===== config.mk =====
export PLATFORM = sky130hd
export DESIGN_NAME = multilevel_feedback_queue_scheduler
export DESIGN_NICKNAME = d
export VERILOG_FILES = /design/src/mfqs_pkg.sv /design/src/mfqs_slot_table.sv /design/src/mfqs_queues.sv /design/src/multilevel_feedback_queue_scheduler.sv
export SDC_FILE = /design/constraint.sdc
export NUM_CORES = 2
export LEC_CHECK = 0
export ABC_AREA = 1
export BUFFER_PORTS_ARGS = -buffer_cell sky130_fd_sc_hd__buf_4
export CAP_MARGIN = 5
export CORE_ASPECT_RATIO = 0.9
export CORE_MARGIN = 3
export CORE_UTILIZATION = 35
export DETAILED_ROUTE_END_ITERATION = 16
export PLACE_DENSITY = 0.52
export SYNTH_ARGS = -nofsm -noshare
export SYNTH_HDL_FRONTEND = slang
export SYNTH_HIERARCHICAL = 1
export SYNTH_SLANG_ARGS = --single-unit

===== constraint.sdc =====
create_clock -name clk -period 7.8 [get_ports clk]
set_input_delay 1.56 -clock clk [delete_from_list [all_inputs] [get_ports clk]]
set_output_delay 1.56 -clock clk [all_outputs]
set_load 0.01 [all_outputs]

===== src/mfqs_pkg.sv =====
`timescale 1ns / 1ps

package mfqs_pkg;

	// process table and queue geometry
	localparam int SLOT_COUNT  = 16;
	localparam int SLOT_IDX_W  = $clog2(SLOT_COUNT);
	localparam int COUNT_W     = $clog2(SLOT_COUNT + 1);
	localparam int SLOT_PORT_W = 4;
	localparam int PID_WIDTH   = 22;
	localparam int LEVELS      = 4;
	localparam int LEVEL_W     = 2;
	localparam int QUANTUM_W   = 24;
	localparam int REQ_W       = 2;
	localparam int CFG_IDX_W   = 2;

	// request codes
	localparam logic [REQ_W-1:0] REQ_ADMIT    = 2'd0;
	localparam logic [REQ_W-1:0] REQ_SCHEDULE = 2'd1;
	localparam logic [REQ_W-1:0] REQ_FINISH   = 2'd2;

	// configuration register indexes
	localparam logic [CFG_IDX_W-1:0] CFG_QUANTUM_ONE   = 2'd0;
	localparam logic [CFG_IDX_W-1:0] CFG_QUANTUM_TWO   = 2'd1;
	localparam logic [CFG_IDX_W-1:0] CFG_QUANTUM_THREE = 2'd2;

	localparam logic [QUANTUM_W-1:0] QUANTUM_ONE_RST   = 24'd10000;
	localparam logic [QUANTUM_W-1:0] QUANTUM_TWO_RST   = 24'd20000;
	localparam logic [QUANTUM_W-1:0] QUANTUM_THREE_RST = 24'd40000;

	// level names
	localparam logic [LEVEL_W-1:0] LEVEL_ZERO  = 2'd0;
	localparam logic [LEVEL_W-1:0] LEVEL_ONE   = 2'd1;
	localparam logic [LEVEL_W-1:0] LEVEL_TWO   = 2'd2;
	localparam logic [LEVEL_W-1:0] LEVEL_THREE = 2'd3;

	typedef struct packed {
		logic                 push;
		logic [LEVEL_W-1:0]   push_level;
		logic [PID_WIDTH-1:0] push_pid;
		logic                 pop;
		logic [LEVEL_W-1:0]   pop_level;
	} queue_cmd_t;

	typedef struct packed {
		logic [LEVELS-1:0] nonempty;
		logic [LEVELS-1:0] full;
	} queue_status_t;

	typedef struct packed {
		logic                  busy_we;
		logic                  busy_val;
		logic                  level_we;
		logic [LEVEL_W-1:0]    level_val;
		logic [SLOT_IDX_W-1:0] idx;
	} slot_update_t;

	typedef struct packed {
		logic                  free_found;
		logic [SLOT_IDX_W-1:0] free_idx;
		logic                  busy;
		logic [LEVEL_W-1:0]    level;
	} slot_status_t;

endpackage


===== src/mfqs_slot_table.sv =====
`timescale 1ns / 1ps

module mfqs_slot_table (
	input  logic                             clk,
	input  logic                             arst_n,
	input  logic [mfqs_pkg::SLOT_IDX_W-1:0]  query_idx,
	input  mfqs_pkg::slot_update_t           upd,
	output mfqs_pkg::slot_status_t           status
);

	logic [mfqs_pkg::SLOT_COUNT-1:0] busy_q;
	logic [mfqs_pkg::LEVEL_W-1:0]    level_q [mfqs_pkg::SLOT_COUNT];

	// lowest free slot
	always_comb begin
		status.free_found = 1'b0;
		status.free_idx   = '0;
		for (int i = mfqs_pkg::SLOT_COUNT - 1; i >= 0; i--) begin
			if (!busy_q[i]) begin
				status.free_found = 1'b1;
				status.free_idx   = mfqs_pkg::SLOT_IDX_W'(i);
			end
		end
		status.busy  = busy_q[query_idx];
		status.level = level_q[query_idx];
	end

	always_ff @(posedge clk or negedge arst_n) begin
		if (!arst_n) begin
			busy_q <= '0;
		end else if (upd.busy_we) begin
			busy_q[upd.idx] <= upd.busy_val;
		end
	end

	// level is only read for busy slots, no reset
	always_ff @(posedge clk) begin
		if (upd.level_we) begin
			level_q[upd.idx] <= upd.level_val;
		end
	end

endmodule


===== src/mfqs_queues.sv =====
`timescale 1ns / 1ps

module mfqs_queues (
	input  logic                            clk,
	input  logic                            arst_n,
	input  mfqs_pkg::queue_cmd_t            cmd,
	output mfqs_pkg::queue_status_t         status,
	output logic [mfqs_pkg::PID_WIDTH-1:0]  rd_pid
);

	localparam int ADDR_W = mfqs_pkg::LEVEL_W + mfqs_pkg::SLOT_IDX_W;
	localparam int DEPTH  = mfqs_pkg::LEVELS * mfqs_pkg::SLOT_COUNT;

	logic [mfqs_pkg::SLOT_IDX_W-1:0] head_q  [mfqs_pkg::LEVELS];
	logic [mfqs_pkg::SLOT_IDX_W-1:0] tail_q  [mfqs_pkg::LEVELS];
	logic [mfqs_pkg::COUNT_W-1:0]    count_q [mfqs_pkg::LEVELS];
	logic [mfqs_pkg::PID_WIDTH-1:0]  store_q [DEPTH];
	logic [mfqs_pkg::PID_WIDTH-1:0]  rd_pid_q;
	logic [ADDR_W-1:0]               wr_addr;
	logic [ADDR_W-1:0]               rd_addr;

	function automatic logic [mfqs_pkg::SLOT_IDX_W-1:0] ptr_inc(
		input logic [mfqs_pkg::SLOT_IDX_W-1:0] p
	);
		logic [mfqs_pkg::SLOT_IDX_W:0] nxt;
		nxt = {1'b0, p} + 1'b1;
		if (nxt == (mfqs_pkg::SLOT_IDX_W + 1)'(mfqs_pkg::SLOT_COUNT)) begin
			return '0;
		end
		return nxt[mfqs_pkg::SLOT_IDX_W-1:0];
	endfunction

	always_comb begin
		for (int l = 0; l < mfqs_pkg::LEVELS; l++) begin
			status.nonempty[l] = (count_q[l] != '0);
			status.full[l]     = (count_q[l] ==
				mfqs_pkg::COUNT_W'(mfqs_pkg::SLOT_COUNT));
		end
	end

	assign wr_addr = {cmd.push_level, tail_q[cmd.push_level]};
	assign rd_addr = {cmd.pop_level, head_q[cmd.pop_level]};
	assign rd_pid  = rd_pid_q;

	// pointer and fill count per level
	always_ff @(posedge clk or negedge arst_n) begin
		if (!arst_n) begin
			for (int l = 0; l < mfqs_pkg::LEVELS; l++) begin
				head_q[l]  <= '0;
				tail_q[l]  <= '0;
				count_q[l] <= '0;
			end
		end else begin
			for (int l = 0; l < mfqs_pkg::LEVELS; l++) begin
				if (cmd.push && cmd.push_level == mfqs_pkg::LEVEL_W'(l)) begin
					tail_q[l]  <= ptr_inc(tail_q[l]);
					count_q[l] <= count_q[l] + 1'b1;
				end else if (cmd.pop && cmd.pop_level == mfqs_pkg::LEVEL_W'(l)) begin
					head_q[l]  <= ptr_inc(head_q[l]);
					count_q[l] <= count_q[l] - 1'b1;
				end
			end
		end
	end

	// pid storage, registered read on pop
	always_ff @(posedge clk) begin
		if (cmd.push) begin
			store_q[wr_addr] <= cmd.push_pid;
		end
		if (cmd.pop) begin
			rd_pid_q <= store_q[rd_addr];
		end
	end

endmodule


===== src/multilevel_feedback_queue_scheduler.sv =====
`timescale 1ns / 1ps

// Four-level feedback scheduler. Each accepted request transaction produces
// exactly one result transaction, in order. Admit takes the lowest free
// process slot and queues the pid at level 1; schedule pops the head of the
// lowest-numbered non-empty queue; a finish report frees its slot or requeues
// the pid at level 0, level 1 (short burst) or one level down (saturating at
// level 3). Throughput is one transaction per clock unless the result channel
// stalls; a request passes through the input register and the result register
// around the single decision stage, whose queue memory read lands directly in
// the result register. A waiting result blocks the next request only once the
// input register also holds one. The quantum registers are written on
// cfg_wr_en with no handshake and must only change while the block is idle.
// No clearing pass is needed after reset: queue contents are only read
// after a push.

module multilevel_feedback_queue_scheduler (
	input  logic                                clk,
	input  logic                                arst_n,
	// configuration
	input  logic                                cfg_wr_en,
	input  logic [mfqs_pkg::CFG_IDX_W-1:0]      cfg_index,
	input  logic [mfqs_pkg::QUANTUM_W-1:0]      cfg_data,
	// request channel
	input  logic                                in_valid,
	output logic                                in_ready,
	input  logic [mfqs_pkg::REQ_W-1:0]          req_type,
	input  logic [mfqs_pkg::SLOT_PORT_W-1:0]    slot,
	input  logic [mfqs_pkg::PID_WIDTH-1:0]      pid,
	input  logic                                completed,
	input  logic [mfqs_pkg::QUANTUM_W-1:0]      last_burst,
	// result channel
	output logic                                out_valid,
	input  logic                                out_ready,
	output logic                                ok,
	output logic [mfqs_pkg::PID_WIDTH-1:0]      out_pid,
	output logic [mfqs_pkg::SLOT_PORT_W-1:0]    out_slot,
	output logic [mfqs_pkg::LEVEL_W-1:0]        out_level
);

	// quantum registers
	logic [mfqs_pkg::QUANTUM_W-1:0] quantum_one_q;
	logic [mfqs_pkg::QUANTUM_W-1:0] quantum_two_q;
	logic [mfqs_pkg::QUANTUM_W-1:0] quantum_three_q;

	// input register
	logic                              valid_s1;
	logic [mfqs_pkg::REQ_W-1:0]        req_s1;
	logic [mfqs_pkg::SLOT_PORT_W-1:0]  slot_s1;
	logic [mfqs_pkg::PID_WIDTH-1:0]    pid_s1;
	logic                              completed_s1;
	logic [mfqs_pkg::QUANTUM_W-1:0]    burst_s1;

	// result register
	logic                              valid_s2;
	logic                              ok_s2;
	logic                              pop_s2;
	logic [mfqs_pkg::SLOT_PORT_W-1:0]  slot_s2;
	logic [mfqs_pkg::LEVEL_W-1:0]      level_s2;

	logic                              advance;
	logic                              fire;

	mfqs_pkg::queue_cmd_t              q_cmd;
	mfqs_pkg::queue_status_t           q_stat;
	logic [mfqs_pkg::PID_WIDTH-1:0]    q_rd_pid;
	mfqs_pkg::slot_update_t            st_upd;
	mfqs_pkg::slot_status_t            st_stat;
	logic [mfqs_pkg::SLOT_IDX_W-1:0]   slot_idx;

	logic                              sched_hit;
	logic [mfqs_pkg::LEVEL_W-1:0]      sched_level;
	logic [mfqs_pkg::QUANTUM_W-1:0]    quantum_sel;
	logic [mfqs_pkg::LEVEL_W-1:0]      next_level;
	logic                              slot_valid;

	logic                              ok_n;
	logic                              pop_n;
	logic [mfqs_pkg::SLOT_PORT_W-1:0]  slot_n;
	logic [mfqs_pkg::LEVEL_W-1:0]      level_n;

	// the input register moves on whenever the result register is free
	assign advance  = !valid_s2 || out_ready;
	assign fire     = valid_s1 && advance;
	assign in_ready = !valid_s1 || advance;

	assign slot_idx   = mfqs_pkg::SLOT_IDX_W'(slot_s1);
	assign slot_valid = (32'(slot_s1) < mfqs_pkg::SLOT_COUNT) && st_stat.busy;

	always_ff @(posedge clk or negedge arst_n) begin
		if (!arst_n) begin
			quantum_one_q   <= mfqs_pkg::QUANTUM_ONE_RST;
			quantum_two_q   <= mfqs_pkg::QUANTUM_TWO_RST;
			quantum_three_q <= mfqs_pkg::QUANTUM_THREE_RST;
		end else if (cfg_wr_en) begin
			unique case (cfg_index)
				mfqs_pkg::CFG_QUANTUM_ONE:   quantum_one_q   <= cfg_data;
				mfqs_pkg::CFG_QUANTUM_TWO:   quantum_two_q   <= cfg_data;
				mfqs_pkg::CFG_QUANTUM_THREE: quantum_three_q <= cfg_data;
				default: ;
			endcase
		end
	end

	// lowest non-empty queue
	always_comb begin
		sched_hit   = 1'b0;
		sched_level = '0;
		for (int l = mfqs_pkg::LEVELS - 1; l >= 0; l--) begin
			if (q_stat.nonempty[l]) begin
				sched_hit   = 1'b1;
				sched_level = mfqs_pkg::LEVEL_W'(l);
			end
		end
	end

	// feedback: level 0 stays, short burst goes back to level 1, long burst demotes down to level 3
	always_comb begin
		unique case (st_stat.level)
			mfqs_pkg::LEVEL_ONE:   quantum_sel = quantum_one_q;
			mfqs_pkg::LEVEL_TWO:   quantum_sel = quantum_two_q;
			default:               quantum_sel = quantum_three_q;
		endcase
		if (st_stat.level == mfqs_pkg::LEVEL_ZERO) begin
			next_level = mfqs_pkg::LEVEL_ZERO;
		end else if (burst_s1 < quantum_sel) begin
			next_level = mfqs_pkg::LEVEL_ONE;
		end else if (st_stat.level == mfqs_pkg::LEVEL_THREE) begin
			next_level = mfqs_pkg::LEVEL_THREE;
		end else begin
			next_level = st_stat.level + 1'b1;
		end
	end

	// request decode
	always_comb begin
		q_cmd   = '0;
		st_upd  = '0;
		ok_n    = 1'b0;
		pop_n   = 1'b0;
		slot_n  = '0;
		level_n = '0;
		q_cmd.push_pid = pid_s1;
		if (fire) begin
			unique case (req_s1)
				mfqs_pkg::REQ_ADMIT: begin
					if (st_stat.free_found && !q_stat.full[mfqs_pkg::LEVEL_ONE]) begin
						q_cmd.push       = 1'b1;
						q_cmd.push_level = mfqs_pkg::LEVEL_ONE;
						st_upd.busy_we   = 1'b1;
						st_upd.busy_val  = 1'b1;
						st_upd.level_we  = 1'b1;
						st_upd.level_val = mfqs_pkg::LEVEL_ONE;
						st_upd.idx       = st_stat.free_idx;
						ok_n             = 1'b1;
						slot_n           = mfqs_pkg::SLOT_PORT_W'(st_stat.free_idx);
						level_n          = mfqs_pkg::LEVEL_ONE;
					end
				end
				mfqs_pkg::REQ_SCHEDULE: begin
					if (sched_hit) begin
						q_cmd.pop       = 1'b1;
						q_cmd.pop_level = sched_level;
						ok_n            = 1'b1;
						pop_n           = 1'b1;
						level_n         = sched_level;
					end
				end
				mfqs_pkg::REQ_FINISH: begin
					if (slot_valid) begin
						st_upd.idx = slot_idx;
						if (completed_s1) begin
							st_upd.busy_we  = 1'b1;
							st_upd.busy_val = 1'b0;
							ok_n            = 1'b1;
						end else begin
							// level changes even when the target queue is full
							st_upd.level_we  = 1'b1;
							st_upd.level_val = next_level;
							if (!q_stat.full[next_level]) begin
								q_cmd.push       = 1'b1;
								q_cmd.push_level = next_level;
								ok_n             = 1'b1;
								level_n          = next_level;
							end
						end
					end
				end
				default: ;
			endcase
		end
	end

	mfqs_slot_table u_slot_table (
		.clk       (clk),
		.arst_n    (arst_n),
		.query_idx (slot_idx),
		.upd       (st_upd),
		.status    (st_stat)
	);

	mfqs_queues u_queues (
		.clk    (clk),
		.arst_n (arst_n),
		.cmd    (q_cmd),
		.status (q_stat),
		.rd_pid (q_rd_pid)
	);

	// input register
	always_ff @(posedge clk or negedge arst_n) begin
		if (!arst_n) begin
			valid_s1 <= 1'b0;
		end else if (in_ready) begin
			valid_s1 <= in_valid;
		end
	end

	always_ff @(posedge clk) begin
		if (in_valid && in_ready) begin
			req_s1       <= req_type;
			slot_s1      <= slot;
			pid_s1       <= pid;
			completed_s1 <= completed;
			burst_s1     <= last_burst;
		end
	end

	// result register
	always_ff @(posedge clk or negedge arst_n) begin
		if (!arst_n) begin
			valid_s2 <= 1'b0;
		end else if (advance) begin
			valid_s2 <= valid_s1;
		end
	end

	always_ff @(posedge clk) begin
		if (fire) begin
			ok_s2    <= ok_n;
			pop_s2   <= pop_n;
			slot_s2  <= slot_n;
			level_s2 <= level_n;
		end
	end

	assign out_valid = valid_s2;
	assign ok        = ok_s2;
	assign out_slot  = slot_s2;
	assign out_level = level_s2;
	// popped pid comes straight from the queue memory read register
	assign out_pid   = pop_s2 ? q_rd_pid : '0;

	// a pop only ever targets a queue holding entries
	assert property (@(posedge clk) disable iff (!arst_n)
		q_cmd.pop |-> q_stat.nonempty[q_cmd.pop_level])
		else $error("pop from an empty queue");

	// a push only ever targets a queue with room
	assert property (@(posedge clk) disable iff (!arst_n)
		q_cmd.push |-> !q_stat.full[q_cmd.push_level])
		else $error("push into a full queue");

	// one queue operation per transaction
	assert property (@(posedge clk) disable iff (!arst_n)
		!(q_cmd.push && q_cmd.pop))
		else $error("push and pop in the same cycle");

	// an admitted slot is busy afterwards
	assert property (@(posedge clk) disable iff (!arst_n)
		(fire && req_s1 == mfqs_pkg::REQ_ADMIT && ok_n) |=>
		!st_stat.free_found || st_stat.free_idx != $past(st_stat.free_idx))
		else $error("admitted slot still free");

endmodule


==> impl_metrics.ini <==
[logic_synthesis]
ys_ff_latch = 1665
ys_types = 48
syn_inst = 6781
avgSynthCellArea_um2 = 10.8
syn-cell-area_um2 = 73300
ys_warn_count = 6
syn-num-nets = 6917
yosysSeqAreaShare = 0.672

[drt]
vias = 50497
antenna_left = 0
drtIter0Drc = 5545
firstDrtPassIters = 5
avgRoutedWirePerCell_um = 23.2
wl_um = 226000
drc = 0
viasPerCell = 5.19

[sta]
worst_pin_slew_ps = 1300
relSlewSlack = 0.136
setup_viol = 0
slew_viol_final = 0
clock.fmax_mhz = 138
finalHoldViolations = 0
fin_ws_ps = 552
finalClockSkew_ps = 34.3
fin_crit_sh = 0.929
rsz0062_at_grt = no
fin_hold_ws_ps = 473
post-route-min-period_ps = 7250

[clock_tree]
ctsHtreeMaxLevel = 4
clkLatencyLatePin_ps = 820
cts-root-buf = clkbuf_16
cts_tree = built
cts.clk_slew.worst_paths_ps = 60
cts_buffers = 181
postCtsHoldBufs = 0
clock-sinks = 1665
cts_buffer_depth = 3

[global_route]
grt_pass1_wl_um = 329000
grt_max_degree = 200
grt_pass1_vias = 48113
overflow = 0
antenna_found_initial = 10
grtUsageTotal = 0.206

[power_and_ir_drop]
p_leak_nw = 32.7
peakVddDrop_uv = 300
power_density_nw_per_um2 = 330

[placement]
gp_congestion = 0.890
numPlacedInstances = 9379
numPortBuffers = 114
dp_slack_ps = -36.2
place_hpwl_um = 135000

[finish]
postLayoutCoreUtil = 0.403
drive_gt1_frac = 0.0943
areaGrowthSynthToFinish_pct = 14.0
final_common_cell = nand2_1
nets = 6987
fillers = 19740
final_cell_mix = 1,731 x nand2_1, 1,523 x edfxtp_1, 1,320 x nand3_1, 678 x inv_1, 440 x nand3b_1
fin_cells = 9724

[run]
cap_violations = 0

[setup_path]
cp_num_buf_inv = 3
crit_slowest_cell = nor2_2
critPathRequiredTime_ps = 8220
cp-start-kind = flop
crit_top_cell = nand2_1
crit_fanout = 22
critical_path.top_delay_family = simple AND/OR/NAND/NOR gates
worst_setup_path_end_kind = flop
cp.arrival_ps = 7670
critical-path-max-stage-delay_ps = 900
path_class = flop to flop

[die]
die_w_um = 489
die-area_um2 = 215000
initial_core_util = 0.354
io_pins = 115
core_region_area_um2 = 207000
rows = 158
fp.dieH_um = 440

[status]
outcome = completed

[worst_hold_path]
hold_path_class = flop to flop
==> cells by family after synthesis <==
family / after synthesis / synth area share
buf+inv: 1103 / 0.0602
fa+ha+maj: 52 / 0.00928
compound gates: 225 / 0.0164
flops: 1665 / 0.672
xor+xnor: 34 / 0.00406
mux: 13 / 0.00183
simple gates: 3689 / 0.236
==> registers in the layout, summed over array words and instances (netlist names), 2 cells and up <==
signal / cells
u_queues/rd_pid: 22
u_queues/count_q: 20
quantum_two_q: 24
u_queues/tail_q: 16
burst_s1: 24
out_slot: 4
u_slot_table/level_q: 32
out_level: 2
u_queues/head_q: 16
quantum_three_q: 24
u_slot_table/busy_q: 16
quantum_one_q: 24
u_queues/store_q: 1408
slot_idx: 4
req_s1: 2
pid_s1: 22
==> report_power, final <==
| group | switching (mW) | leakage (nW) | total [mW] | internal (mW) |
|---|---|---|---|---|
| registers | 0.118 | 15.5 | 10.1 | 10.0 |
| logic | 6.72 | 14.4 | 9.09 | 2.37 |
| clock network | 3.56 | 2.78 | 8.40 | 4.84 |
| total | 10.4 | 32.7 | 27.6 | 17.2 |
==> routing by layer <==
| layer | global-route usage | wire (µm) | up-vias |
|---|---|---|---|
| met5 | 0 | 0 | - |
| met4 | 0.0599 | 6250 | 0 |
| met3 | 0.0383 | 17600 | 316 |
| met2 | 0.316 | 102000 | 1829 |
| met1 | 0.296 | 99800 | 25033 |
| li1 | - | - | 23319 |
==> per-stage QoR <==
step / area (µm²) / TNS [ps] / power [mW]
2_1_floorplan: 73300 / 0 / 15.6
3_3_place_gp: 77700 / 0 / 19.3
3_5_place_dp: 77700 / -771 / 19.3
4_1_cts: 83400 / -665 / 27.7
5_1_grt: 83600 / 0 / 28.9
6_report: 83600 / 0 / 27.6
==> worst paths after layout <==
check / from / slack (ps) / cells after the start / end
setup / recovery: slot_idx[1]$_DFFE_PP_ / 550 / 27 / u_queues/store_q[60][15]$_DFFE_PP_
hold / removal: u_queues/head_q[7]$_DFFE_PN0P_ / 470 / 1 / u_queues/head_q[7]$_DFFE_PN0P_
setup reg to reg: slot_idx[1]$_DFFE_PP_ / 550 / 27 / u_queues/store_q[60][15]$_DFFE_PP_
hold reg to reg: u_queues/head_q[7]$_DFFE_PN0P_ / 470 / 1 / u_queues/head_q[7]$_DFFE_PN0P_
max in group asynchronous: arst_n / 5680 / 2 / quantum_two_q[15]$_DFFE_PN0P_
min in group asynchronous: arst_n / 760 / 1 / u_slot_table/busy_q[11]$_DFFE_PN0P_
==> repair_timing <==
action                     in CTS  in global routing
pin swaps                       0                  2
setup buffers                   0                  4
resized for setup               0                  9
gates cloned                    0                  2
setup endpoints to repair      43                530
==> cell usage after synthesis (all sizes together) <==
library cell  number  area, µm²
a211oi             1       7.51
a21boi             3       26.3
a21oi             44        224
a221oi             1       8.76
a31o               3       26.3
a31oi              5       31.3
a41oi              1       8.76
and3               1       6.26
buf              242       1180
clkbuf           174        653
clkinv             2       7.51
dfrtp            127       3180
dfstp             15        394
edfxtp          1523      45700
fa                 4       80.1
ha                48        601
inv              685       2570
mux2               3       33.8
mux2i             10        100
nand2           1741       6560
nand3           1322       6630
nand3b           440       3300
nand4             12       75.1
nor2             145        557
nor3              14       81.3
nor4              13       81.3
o211ai             9       67.6
o21a               1       7.51
o21ai            152        761
o221ai             2       17.5
o22ai              2       12.5
o31ai              1       7.51
or2                1       6.26
xnor2             14        123
xor2              20        175
==> layout make-up <==
type	instances	area, µm²	area share
Timing Repair Buffer	301	2660	0.0318
Tap cell	2720	3400	0.0407
Inverter	687	2590	0.0310
Antenna cell	6	15.0	0.000180
Multi-Input combinational cell	4015	19900	0.238
Clock buffer	242	4900	0.0587
Sequential cell	1665	49300	0.590
Clock inverter	88	817	0.00978
No activity file was read; power rests on OpenSTA's default activity.
